===== config.mk =====
export PLATFORM = sky130hd
export DESIGN_NAME = gsps_ram
export DESIGN_NICKNAME = d
export VERILOG_FILES = /design/src/design/gsps_ram.sv
export SDC_FILE = /design/constraint.sdc
export NUM_CORES = 1
export LEC_CHECK = 0
export BUFFER_PORTS_ARGS = -buffer_cell sky130_fd_sc_hd__buf_2
export CORE_ASPECT_RATIO = 1.25
export CORE_MARGIN = 4
export CORE_UTILIZATION = 40
export CTS_CLUSTER_SIZE = 40
export DETAILED_ROUTE_END_ITERATION = 7
export PLACE_DENSITY = 0.65
export RECOVER_POWER = 25
export REMOVE_ABC_BUFFERS = 1
export SETUP_SLACK_MARGIN = 0.05
export SLEW_MARGIN = 20
export SYNTH_ARGS = -nofsm -noshare
export SYNTH_HDL_FRONTEND = slang
export SYNTH_SLANG_ARGS = --single-unit

===== constraint.sdc =====
create_clock -name clk -period 3.68 [get_ports clk]
set_input_delay 0.184 -clock clk [delete_from_list [all_inputs] [get_ports clk]]
set_output_delay 0.184 -clock clk [all_outputs]
set_load 0.005 [all_outputs]

===== src/design/gsps_ram.sv =====
//------------------------------------------------------------------------------
// gsps_ram
// single port ram with registered read
//------------------------------------------------------------------------------
module gsps_ram #(
  parameter int WIDTH = 8,
  parameter int DEPTH = 32
) (
  input  logic                     clk,
  input  logic                     we,
  input  logic [$clog2(DEPTH)-1:0] addr,
  input  logic [WIDTH-1:0]         wdata,
  output logic [WIDTH-1:0]         rdata
);
  logic [WIDTH-1:0] mem [DEPTH];

  always_ff @(posedge clk) begin
    if (we) begin
      mem[addr] <= wdata;
    end
    rdata <= mem[addr];
  end
endmodule


======== Word level (Yosys, flattened, before mapping) ========
Memories as Yosys holds them, arrays and structs flattened. A register that Yosys moved wholly into a read port is not among the register bits.
Index checks and enable logic that the tools add are counted.
cells by class
  muxes and demuxes ....................... 2
operators with widths
  cell               number
  two-way mux 1 bit  2
storage, ports and cells
  register bits after elaboration ......... 0
  bits in writable memories ............... 256
  bits of input ports ..................... 15
  output and inout port bits .............. 8
  memories ................................ 1
memory list
  memory  depth  width  read ports  clocked after Yosys merged registers in  wr ports  RTL line  text
  mem     32     8      1           1                                        1         15        logic [WIDTH-1:0] mem [DEPTH];

======== Logic depth before layout (Yosys ltp) ========
Gate-level depths: netlist of the first run.
  depth after elaboration ................. 2
  gate-level depth with buffers ........... 7
  gate-level depth less buffers ........... 4

======== Worst setup path after synthesis of the first run ========
Ideal clock, no wire load.
  path type ............................... input port to flip-flop
  start ................................... input addr[1]
  end ..................................... memory mem[27][0], enable pin
  data arrival time ....................... 1,628 ps
  slack ................................... 1,668 ps
  cell stages on the path ................. 5
  path buffers ............................ 3
  cells stage by stage .................... clkbuf_1 -> buf_2 -> buf_2 -> nand3_1 -> nor3_1
RTL lines
  what                RTL line  text
  start: declaration  11        input logic [$clog2(DEPTH)-1:0] addr,
  end: declaration    15
No word-level cell before the write port.

==> results.ini, run 1 <==
[floorplan]
die_w_um=151
coreArea_mm2=0.0252
initial_core_util=0.405
io_pins=23
rows=65
dieArea_mm2=0.0282
die_h_um=187

[power_and_ir_drop]
power_frac_seq=0.562
powerDensity_mw_per_mm2=526
peakVddDrop_v=0.000310
pwr-share-comb=0.047
clock_power_share=0.391
switchingPower_mw=1.24
p_int_mw=4.73
swShare=0.208
power.leakage_nw=3.84

[clock_network]
cts-resized-gates=0
cts_setup_buffers=0
htree_levels=1
cts_buffer_depth=3
cts-root-buf=clkbuf_16
path_clk_slew_ns=0.07
numClockSinks=264
clk_latency_ns=0.52
cts_tree=done
cts.hold.buffers_added=0
numCtsBuffers=25

[placed_design]
pre_cts_ws_ns=1.16
place_area_mm2=0.0106
hpwl_um=14000
gp_congestion=0.838
io_buffers=22

[finish]
fill_cells=2180
multi_input_area_mm2=0.00218
postLayoutCoreUtil=0.450
fin_nets=611
drive_gt1_frac=0.101
final_area_mm2=0.0114
seq_area_mm2=0.00785
antenna_cells=0
synthToLayoutAreaGrowth_pct=11.3

[synth]
ys_seq_area_frac=0.769
syn_area_per_cell_um2=17.7
yosysUniqueCellTypes=24
syn_inst=576
syn_area_mm2=0.0102
synth_seq_cells=264
synth.top_cells.by_area=edfxtp_1 (75%), mux2i_1 (13%), o22ai_1 (3.9%), dfxtp_1 (1.6%), buf_2 (1.1%)
yosys_warnings=0
synth_top_cell_by_area=edfxtp_1
synth_top_area_share=0.753

[global_route]
grt.busiest_layer=met2
grt_pass1_wl_um=33400
grt_pass1_vias=5234
grt.overflow.total=0
grtUsageMet1=0.203
antenna_found_initial=0
grt_usage=0.157
grtUsageMet3=0.0189
grt_max_degree=62
grtUsageMet2=0.280

[critical_path]
path_cells=buf_6 -> buf_12 -> mux2i_1 -> o22ai_1 -> nor4_1 -> nand2_1
required_ns=4.05
slowest_delay_ns=0.74
startpoint=addr[1]
critPathLaunchType=input pin
cp.arrival_ns=2.40
critPathKind=input pin to flip-flop
critPathSlowestCell=nor4_1
critPathMaxFanout=61
crit_path_end_kind=flip-flop
r2r_start=mem[9][5]

[route]
post_drt_wl_per_cell_um=23.4
drc=0
vias_per_cell=5.44
num_vias=5165
drt_iter0_markers=402
wirelength_um=22200
ant_nets=0
drtPass1Iterations=5

[sta]
timing.setup.tns_ns=0
post-route-period-util=0.551
period_needed_ns=2.03
finalSetupViolations=0
max_freq_mhz=493
finalHoldViolCount=0
clock_skew_ns=0.0149
rsz0062_at_grt=false
setup_slack_ns=1.65
relSlewSlack=-0.0847
tightestPinTransition_ns=1.63
fin_hold_ws_ns=0.269
finalMaxSlewViolations=132

[worst_hold_path]
hold_path.class=input pin to flip-flop
hp-start=wdata[3]

[status]
failed_checks=capacitance limit, slew limit
outcome=complete, but fails checks

[flow_run]
drv_cap=4

layout make-up:
class | instances | share of cell area
Sequential cell | 264 | 0.691
Multi-Input combinational cell | 277 | 0.192
Clock buffer | 36 | 0.0605
Tap cell | 335 | 0.0369
Timing Repair Buffer | 28 | 0.0148
Clock inverter | 9 | 0.00463
registers in the layout (all words and copies together), names as in the netlist:
register  cells
rdata         8
mem         256
power by group through the flow:
stage	Combinational, mW	Sequential, mW	Clock [mW]
finish	0.279	3.36	2.34
global route	0.299	3.36	2.52
CTS	0.284	3.36	2.38
detailed placement	0.283	3.42	0
global placement	0.278	3.42	0
floorplan	0.113	3.42	0
metrics by stage:
stage,total power [mW],instances
3_3_place_gp,3.70,904
2_1_floorplan,3.53,541
6_report,5.98,949
3_5_place_dp,3.71,904
5_1_grt,6.18,949
4_1_cts,6.03,949
layout by cell type (no fill, tap or decap):
cell        count
clkbuf_8        2
or3b_2          3
buf_6           1
nand3_1         2
or4_1           1
buf_12          1
nor2_1         29
edfxtp_1      256
o22ai_1        63
or3_1           1
buf_2          16
or4bb_1         1
or4b_1          4
nor4_1         16
nand4_1         1
clkinvlp_4      2
nand4bb_1       5
nand2_1        10
nand3b_1        4
dfxtp_1         8
clkinv_2        5
clkinv_1        1
nand4b_1        4
o22ai_2         1
clkinv_4        1
nor3_1          4
mux2i_1       128
clkbuf_16      25
clkbuf_1       14
buf_4           5
synth_stat cells (all sizes together):
library cell	n
nor2	29
or4	1
nand3	2
nand4	1
or4b	4
edfxtp	256
mux2i	128
dfxtp	8
nand3b	4
nand4b	4
or3b	3
clkbuf	9
o22ai	64
or3	1
nor3	4
nand2	10
nand4bb	5
nor4	16
buf	26
or4bb	1
critical path: cells and delay by family:
| family | cells | cell delay (ns) |
|---|---|---|
| mux | 1 | 0.27 |
| simple gates | 2 | 0.83 |
| compound gates | 1 | 0.14 |
| buf+inv | 2 | 0.87 |
kinds of logic (layout without fill, tap and decap cells):
logic type             Yosys count  count (layout)  share of synthesized area
flip-flops                     264             264                      0.769
multiplexers                   128             128                      0.126
AND/OR/NAND/NOR                 85              85                     0.0485
AO/OA/AOI/OAI                   64              64                     0.0398
buffers and inverters           35              73                     0.0172
routing by layer:
metal / up-vias / part of all wire / routed length (um)
met2: 126 / 0.54 / 12000
met1: 2650 / 0.40 / 8940
met4: 0 / 0.020 / 450
li1: 2360 / - / -
met3: 29 / 0.036 / 804
met5: - / 0 / 0
path summary, 6_finish.rpt:
kind	end	slack, ns	cells after the start
setup / recovery	rdata[1]	1.65	6
hold / removal	mem[11][3]	0.27	1
setup reg to reg	rdata[5]	1.95	4
hold reg to reg	rdata[6]	0.66	4
No activity file was read; power rests on OpenSTA's default activity.
==> inputs of run 2 (changes only) <==
==> constraint.sdc (replaced) <==
create_clock -name clk -period 2.1 [get_ports clk]
set_input_delay 0.105 -clock clk [delete_from_list [all_inputs] [get_ports clk]]
set_output_delay 0.105 -clock clk [all_outputs]
set_load 0.005 [all_outputs]
==> results.ini, run 2 (same netlist as run 1, synthesis figures left out) <==
[placed_design]
gp_congestion=0.856  ; +2.2%
pre_cts_ws_ns=-0.115  ; -1.28 ns
io_buffers=22  ; unchanged
hpwl_um=14500  ; +3.3%
place_area_mm2=0.0110  ; +3.7%

[sta]
period_needed_ns=1.77
post-route-period-util=0.844
tightestPinTransition_ns=1.61  ; -0.0150 ns
rsz0062_at_grt=false
clock_skew_ns=0.00967  ; -0.00524 ns
finalSetupViolations=0  ; unchanged
max_freq_mhz=564
timing.setup.tns_ns=0  ; unchanged
finalMaxSlewViolations=66  ; -50%
relSlewSlack=-0.0747  ; +0.00999
setup_slack_ns=0.328  ; -1.32 ns
finalHoldViolCount=0  ; unchanged

[critical_path]
cp.arrival_ns=2.15  ; -0.25 ns
crit_path_end_kind=flip-flop
critPathLaunchType=flip-flop
required_ns=2.48  ; -1.57 ns
critPathMaxFanout=1  ; -98%
critPathKind=flip-flop to flip-flop

[route]
ant_nets=0  ; unchanged
wirelength_um=21900  ; -1.4%
drc=0  ; unchanged
num_vias=5401  ; +4.6%
drtPass1Iterations=6  ; +1
post_drt_wl_per_cell_um=21.9  ; -6.4%
vias_per_cell=5.40  ; -0.76%
drt_iter0_markers=399  ; -0.75%

[floorplan]
rows=65  ; unchanged
coreArea_mm2=0.0252  ; unchanged
io_pins=23  ; unchanged
die_w_um=151  ; unchanged
dieArea_mm2=0.0282  ; unchanged
initial_core_util=0.405  ; unchanged
die_h_um=187  ; unchanged

[finish]
postLayoutCoreUtil=0.467  ; +0.0165
final_cell_mix=edfxtp_1 (256), mux2i_1 (128), o22ai_1 (63)
largest-register=mem
largest_reg_flops=256  ; unchanged
final_common_cell=edfxtp_1
reg_top3=mem x256, rdata x8
multi_input_area_mm2=0.00218  ; unchanged
final_area_mm2=0.0118  ; +3.7%
seq_area_mm2=0.00785  ; unchanged
drive_gt1_frac=0.162  ; +0.0614
synthToLayoutAreaGrowth_pct=15.3
antenna_cells=0  ; unchanged
fin_nets=661  ; +8.2%
fill_cells=2157  ; -1.1%

[clock_network]
cts_setup_buffers=0  ; unchanged
numClockSinks=264  ; unchanged
path_clk_slew_ns=0.06  ; about the same
cts.hold.buffers_added=0  ; unchanged
cts-root-buf=clkbuf_16
cts_tree=done
numCtsBuffers=25  ; unchanged
cts_buffer_depth=3  ; unchanged
cts-resized-gates=0  ; unchanged
htree_levels=1  ; unchanged
clk_latency_ns=0.52  ; about the same

[flow_run]
drv_cap=2  ; -2

[global_route]
grt_pass1_vias=5558  ; +6.2%
grt_usage=0.154  ; -0.00261
antenna_found_initial=0  ; unchanged
grt_pass1_wl_um=32800  ; -1.9%
grt_max_degree=35  ; -44%
grt.overflow.total=0  ; unchanged

[power_and_ir_drop]
power.leakage_nw=4.11  ; +7.0%
powerDensity_mw_per_mm2=903  ; +71%
peakVddDrop_v=0.000582  ; +88%
total_power_mw=10.6  ; +78%

[status]
failed_checks=capacitance limit, slew limit
outcome=complete, but fails checks

[worst_hold_path]
hold_path.class=input pin to flip-flop

[run 2: final timing paths]
check	start	endpoint	slack [ns]	depth (start not counted)
max	mem[18][3]	rdata[3]	0.33	4
min	wdata[0]	mem[13][0]	0.17	1
min reg2reg	mem[8][5]	rdata[5]	0.72	4
max reg2reg	mem[18][3]	rdata[3]	0.33	4
[run 2: cell type report]
class,count,area share
clock buffers,39,0.0602
repair buffers,78,0.0471
clock inverters,7,0.00510
flip-flops and latches,264,0.667
multi-input cells,277,0.185
well taps,335,0.0356
[run 2: where the power goes]
group,total (mW),switching [mW],internal [mW]
Sequential,5.89,0.0279,5.86
Clock,4.21,1.78,2.43
Combinational,0.525,0.333,0.192
[run 2: per-layer routing]
layer | share of wire | vias up | GRT usage
met5 | 0 | - | 0
met4 | 0.044 | 0 | 0.0628
met3 | 0.042 | 55 | 0.0197
met2 | 0.53 | 159 | 0.275
met1 | 0.38 | 2729 | 0.188
li1 | - | 2458 | -
[run 2: worst max-delay path: stages, from the launching register on]
cell and delay [ns]:
edfxtp_1 0.36, mux2i_1 0.24, o22ai_1 0.16, nor4_1 0.74, nand2_1 0.12
[run 2: metrics by stage]
step,cells,hold WS (ns)
after CTS,1000,0.0923
after global placement,954,0.486
after detailed placement,954,0.483
after global routing,1000,0.194
after floorplan,541,0.204
final,1000,0.165
==> inputs of run 3 (changes only) <==
--- a/config.mk
+++ b/config.mk
@@ -11,7 +11,7 @@
 export CORE_UTILIZATION = 40
 export CTS_CLUSTER_SIZE = 40
 export DETAILED_ROUTE_END_ITERATION = 7
-export PLACE_DENSITY = 0.65
+export PLACE_DENSITY = 0.67
 export RECOVER_POWER = 25
 export REMOVE_ABC_BUFFERS = 1
 export SETUP_SLACK_MARGIN = 0.05
==> constraint.sdc (replaced) <==
create_clock -name clk -period 1.4 [get_ports clk]
set_input_delay 0.07 -clock clk [delete_from_list [all_inputs] [get_ports clk]]
set_output_delay 0.07 -clock clk [all_outputs]
set_load 0.005 [all_outputs]
==> results.ini, run 3 (same netlist as run 1, synthesis figures left out) <==
[floorplan]
initial_core_util=0.405  ; unchanged
coreArea_mm2=0.0252  ; unchanged
dieArea_mm2=0.0282  ; unchanged
die_w_um=151  ; unchanged
die_h_um=187  ; unchanged
io_pins=23  ; unchanged
rows=65  ; unchanged

[global_route]
grt_max_degree=33  ; -5.7%
grt.overflow.total=0  ; unchanged
grt_usage=0.161  ; +0.00698
antenna_found_initial=0  ; unchanged
grt_pass1_vias=5799  ; +4.3%
grt_pass1_wl_um=34300  ; +4.7%

[power_and_ir_drop]
swShare=0.212  ; +0.0105
powerDensity_mw_per_mm2=1310  ; +45%
pwr-share-comb=0.058  ; +0.009
power_frac_seq=0.550  ; -0.004
power.leakage_nw=4.36  ; +6.1%
switchingPower_mw=3.40  ; +59%
p_int_mw=12.7  ; +49%
clock_power_share=0.392  ; -0.004
peakVddDrop_v=0.000926  ; +59%

[finish]
largest_reg_flops=256  ; unchanged
reg_top3=mem x256, rdata x8
synthToLayoutAreaGrowth_pct=20.4
antenna_cells=0  ; unchanged
largest-register=mem
fin_nets=697  ; +5.4%
final_common_cell=edfxtp_1
drive_gt1_frac=0.260  ; +0.0976
final_cell_mix=edfxtp_1 (256), mux2i_1 (122), buf_4 (81)
postLayoutCoreUtil=0.487  ; +0.0203

[sta]
clock_skew_ns=0.0214  ; +0.0118 ns
finalMaxSlewViolations=0  ; -100%
tightestPinTransition_ns=1.35  ; -0.262 ns
post-route-period-util=0.989  ; +0.145
finalHoldViolCount=0  ; unchanged
max_freq_mhz=722  ; +28%
period_needed_ns=1.38  ; -0.388 ns
finalSetupViolations=0  ; unchanged
rsz0062_at_grt=true
relSlewSlack=0.100  ; +0.175
fin_hold_ws_ns=0.110  ; -0.0555 ns

[placed_design]
hpwl_um=15100  ; +4.1%
gp_congestion=0.914  ; +6.7%
io_buffers=22  ; unchanged

[route]
vias_per_cell=5.35  ; -0.86%
num_vias=5542  ; +2.6%
ant_nets=0  ; unchanged
drc=0  ; unchanged
wirelength_um=22800  ; +4.2%
drt_iter0_markers=457  ; +15%
post_drt_wl_per_cell_um=22.0  ; +0.64%
drtPass1Iterations=4  ; -2

[critical_path]
r2r_start=mem[21][5]
rr_endpoint=rdata[5]
startpoint=mem[21][5]
critPathCapture=rdata[5]
cp.arrival_ns=1.77  ; -0.38 ns
ff2ff_setup_slack_ns=0.02  ; -0.31 ns
critPathLaunchType=flip-flop
required_ns=1.79  ; -0.69 ns
critPathMaxFanout=1  ; unchanged
critPathKind=flip-flop to flip-flop
crit_path_end_kind=flip-flop
reg2reg_depth=4  ; unchanged

[status]
outcome=finished clean

[clock_network]
path_clk_slew_ns=0.07  ; about the same
numClockSinks=264  ; unchanged
cts_buffer_depth=3  ; unchanged
cts-root-buf=clkbuf_16
cts_tree=done
cts.hold.buffers_added=0  ; unchanged
cts_setup_buffers=0  ; unchanged
numCtsBuffers=25  ; unchanged
clk_latency_ns=0.53  ; about the same
htree_levels=1  ; unchanged

[flow_run]
drv_cap=0  ; -2

[worst_hold_path]
hold_path.class=input pin to flip-flop
min_path_cells=1  ; unchanged

==> run 3: stage by stage <==
stage / std cells / area, um2 / total power [mW] / setup slack, ns / TNS, ns
2_1_floorplan: 541 / 10000 / 9.28 / -0.212 / -1.70
3_3_place_gp: 990 / 11300 / 9.87 / -0.522 / -29.67
3_5_place_dp: 990 / 11300 / 9.89 / -0.571 / -33.89
4_1_cts: 1035 / 12200 / 16.2 / -0.000445 / -0.000445
5_1_grt: 1035 / 12300 / 16.6 / -0.0405 / -0.0965
6_report: 1035 / 12300 / 16.1 / 0.0156 / 0
==> run 3: how the worst min path moves through the flow <==
stage               slack [ns]          to     start
global route              0.13  mem[30][6]  wdata[6]
floorplan                 0.17   mem[0][0]  wdata[0]
finish                    0.11   mem[8][4]  wdata[4]
detailed placement        0.46    rdata[7]  rdata[7]
global placement          0.46    rdata[7]  rdata[7]
CTS                       0.07  mem[30][7]  wdata[7]
==> run 3: worst max-delay path, stage by stage (launching register included) <==
cell and delay [ns]:
edfxtp_1 0.37, mux2i_1 0.18, o22ai_1 0.21, nor4_4 0.41, nand2_1 0.10
==> run 3: area by class of cell <==
cell class | instances | area [um2]
Fill cell | 2095 | 12900
Sequential cell | 264 | 7850
Multi-Input combinational cell | 277 | 2370
Timing Repair Buffer | 114 | 882
Clock buffer | 28 | 637
Tap cell | 335 | 419
Clock inverter | 17 | 130
==> run 3: timing repair <==
item,in CTS,in global routing
resized for setup,19,12
setup endpoints to repair,8,8
pin swaps,9,7
==> run 3: layer usage <==
metal	track usage	routed length, um	share of wire	up-vias
li1	-	-	-	2542
met1	0.192	8780	0.39	2801
met2	0.297	12300	0.54	150
met3	0.0202	915	0.040	49
met4	0.0562	745	0.033	0
met5	0	0	0	-
==> run 3: power groups by stage <==
stage	registers (mW)	logic, mW	clock network, mW
2_1_floorplan	8.99	0.297	0
3_3_place_gp	9.00	0.874	0
3_5_place_dp	9.00	0.894	0
4_1_cts	8.83	0.930	6.42
5_1_grt	8.84	1.00	6.76
6_report	8.84	0.940	6.30
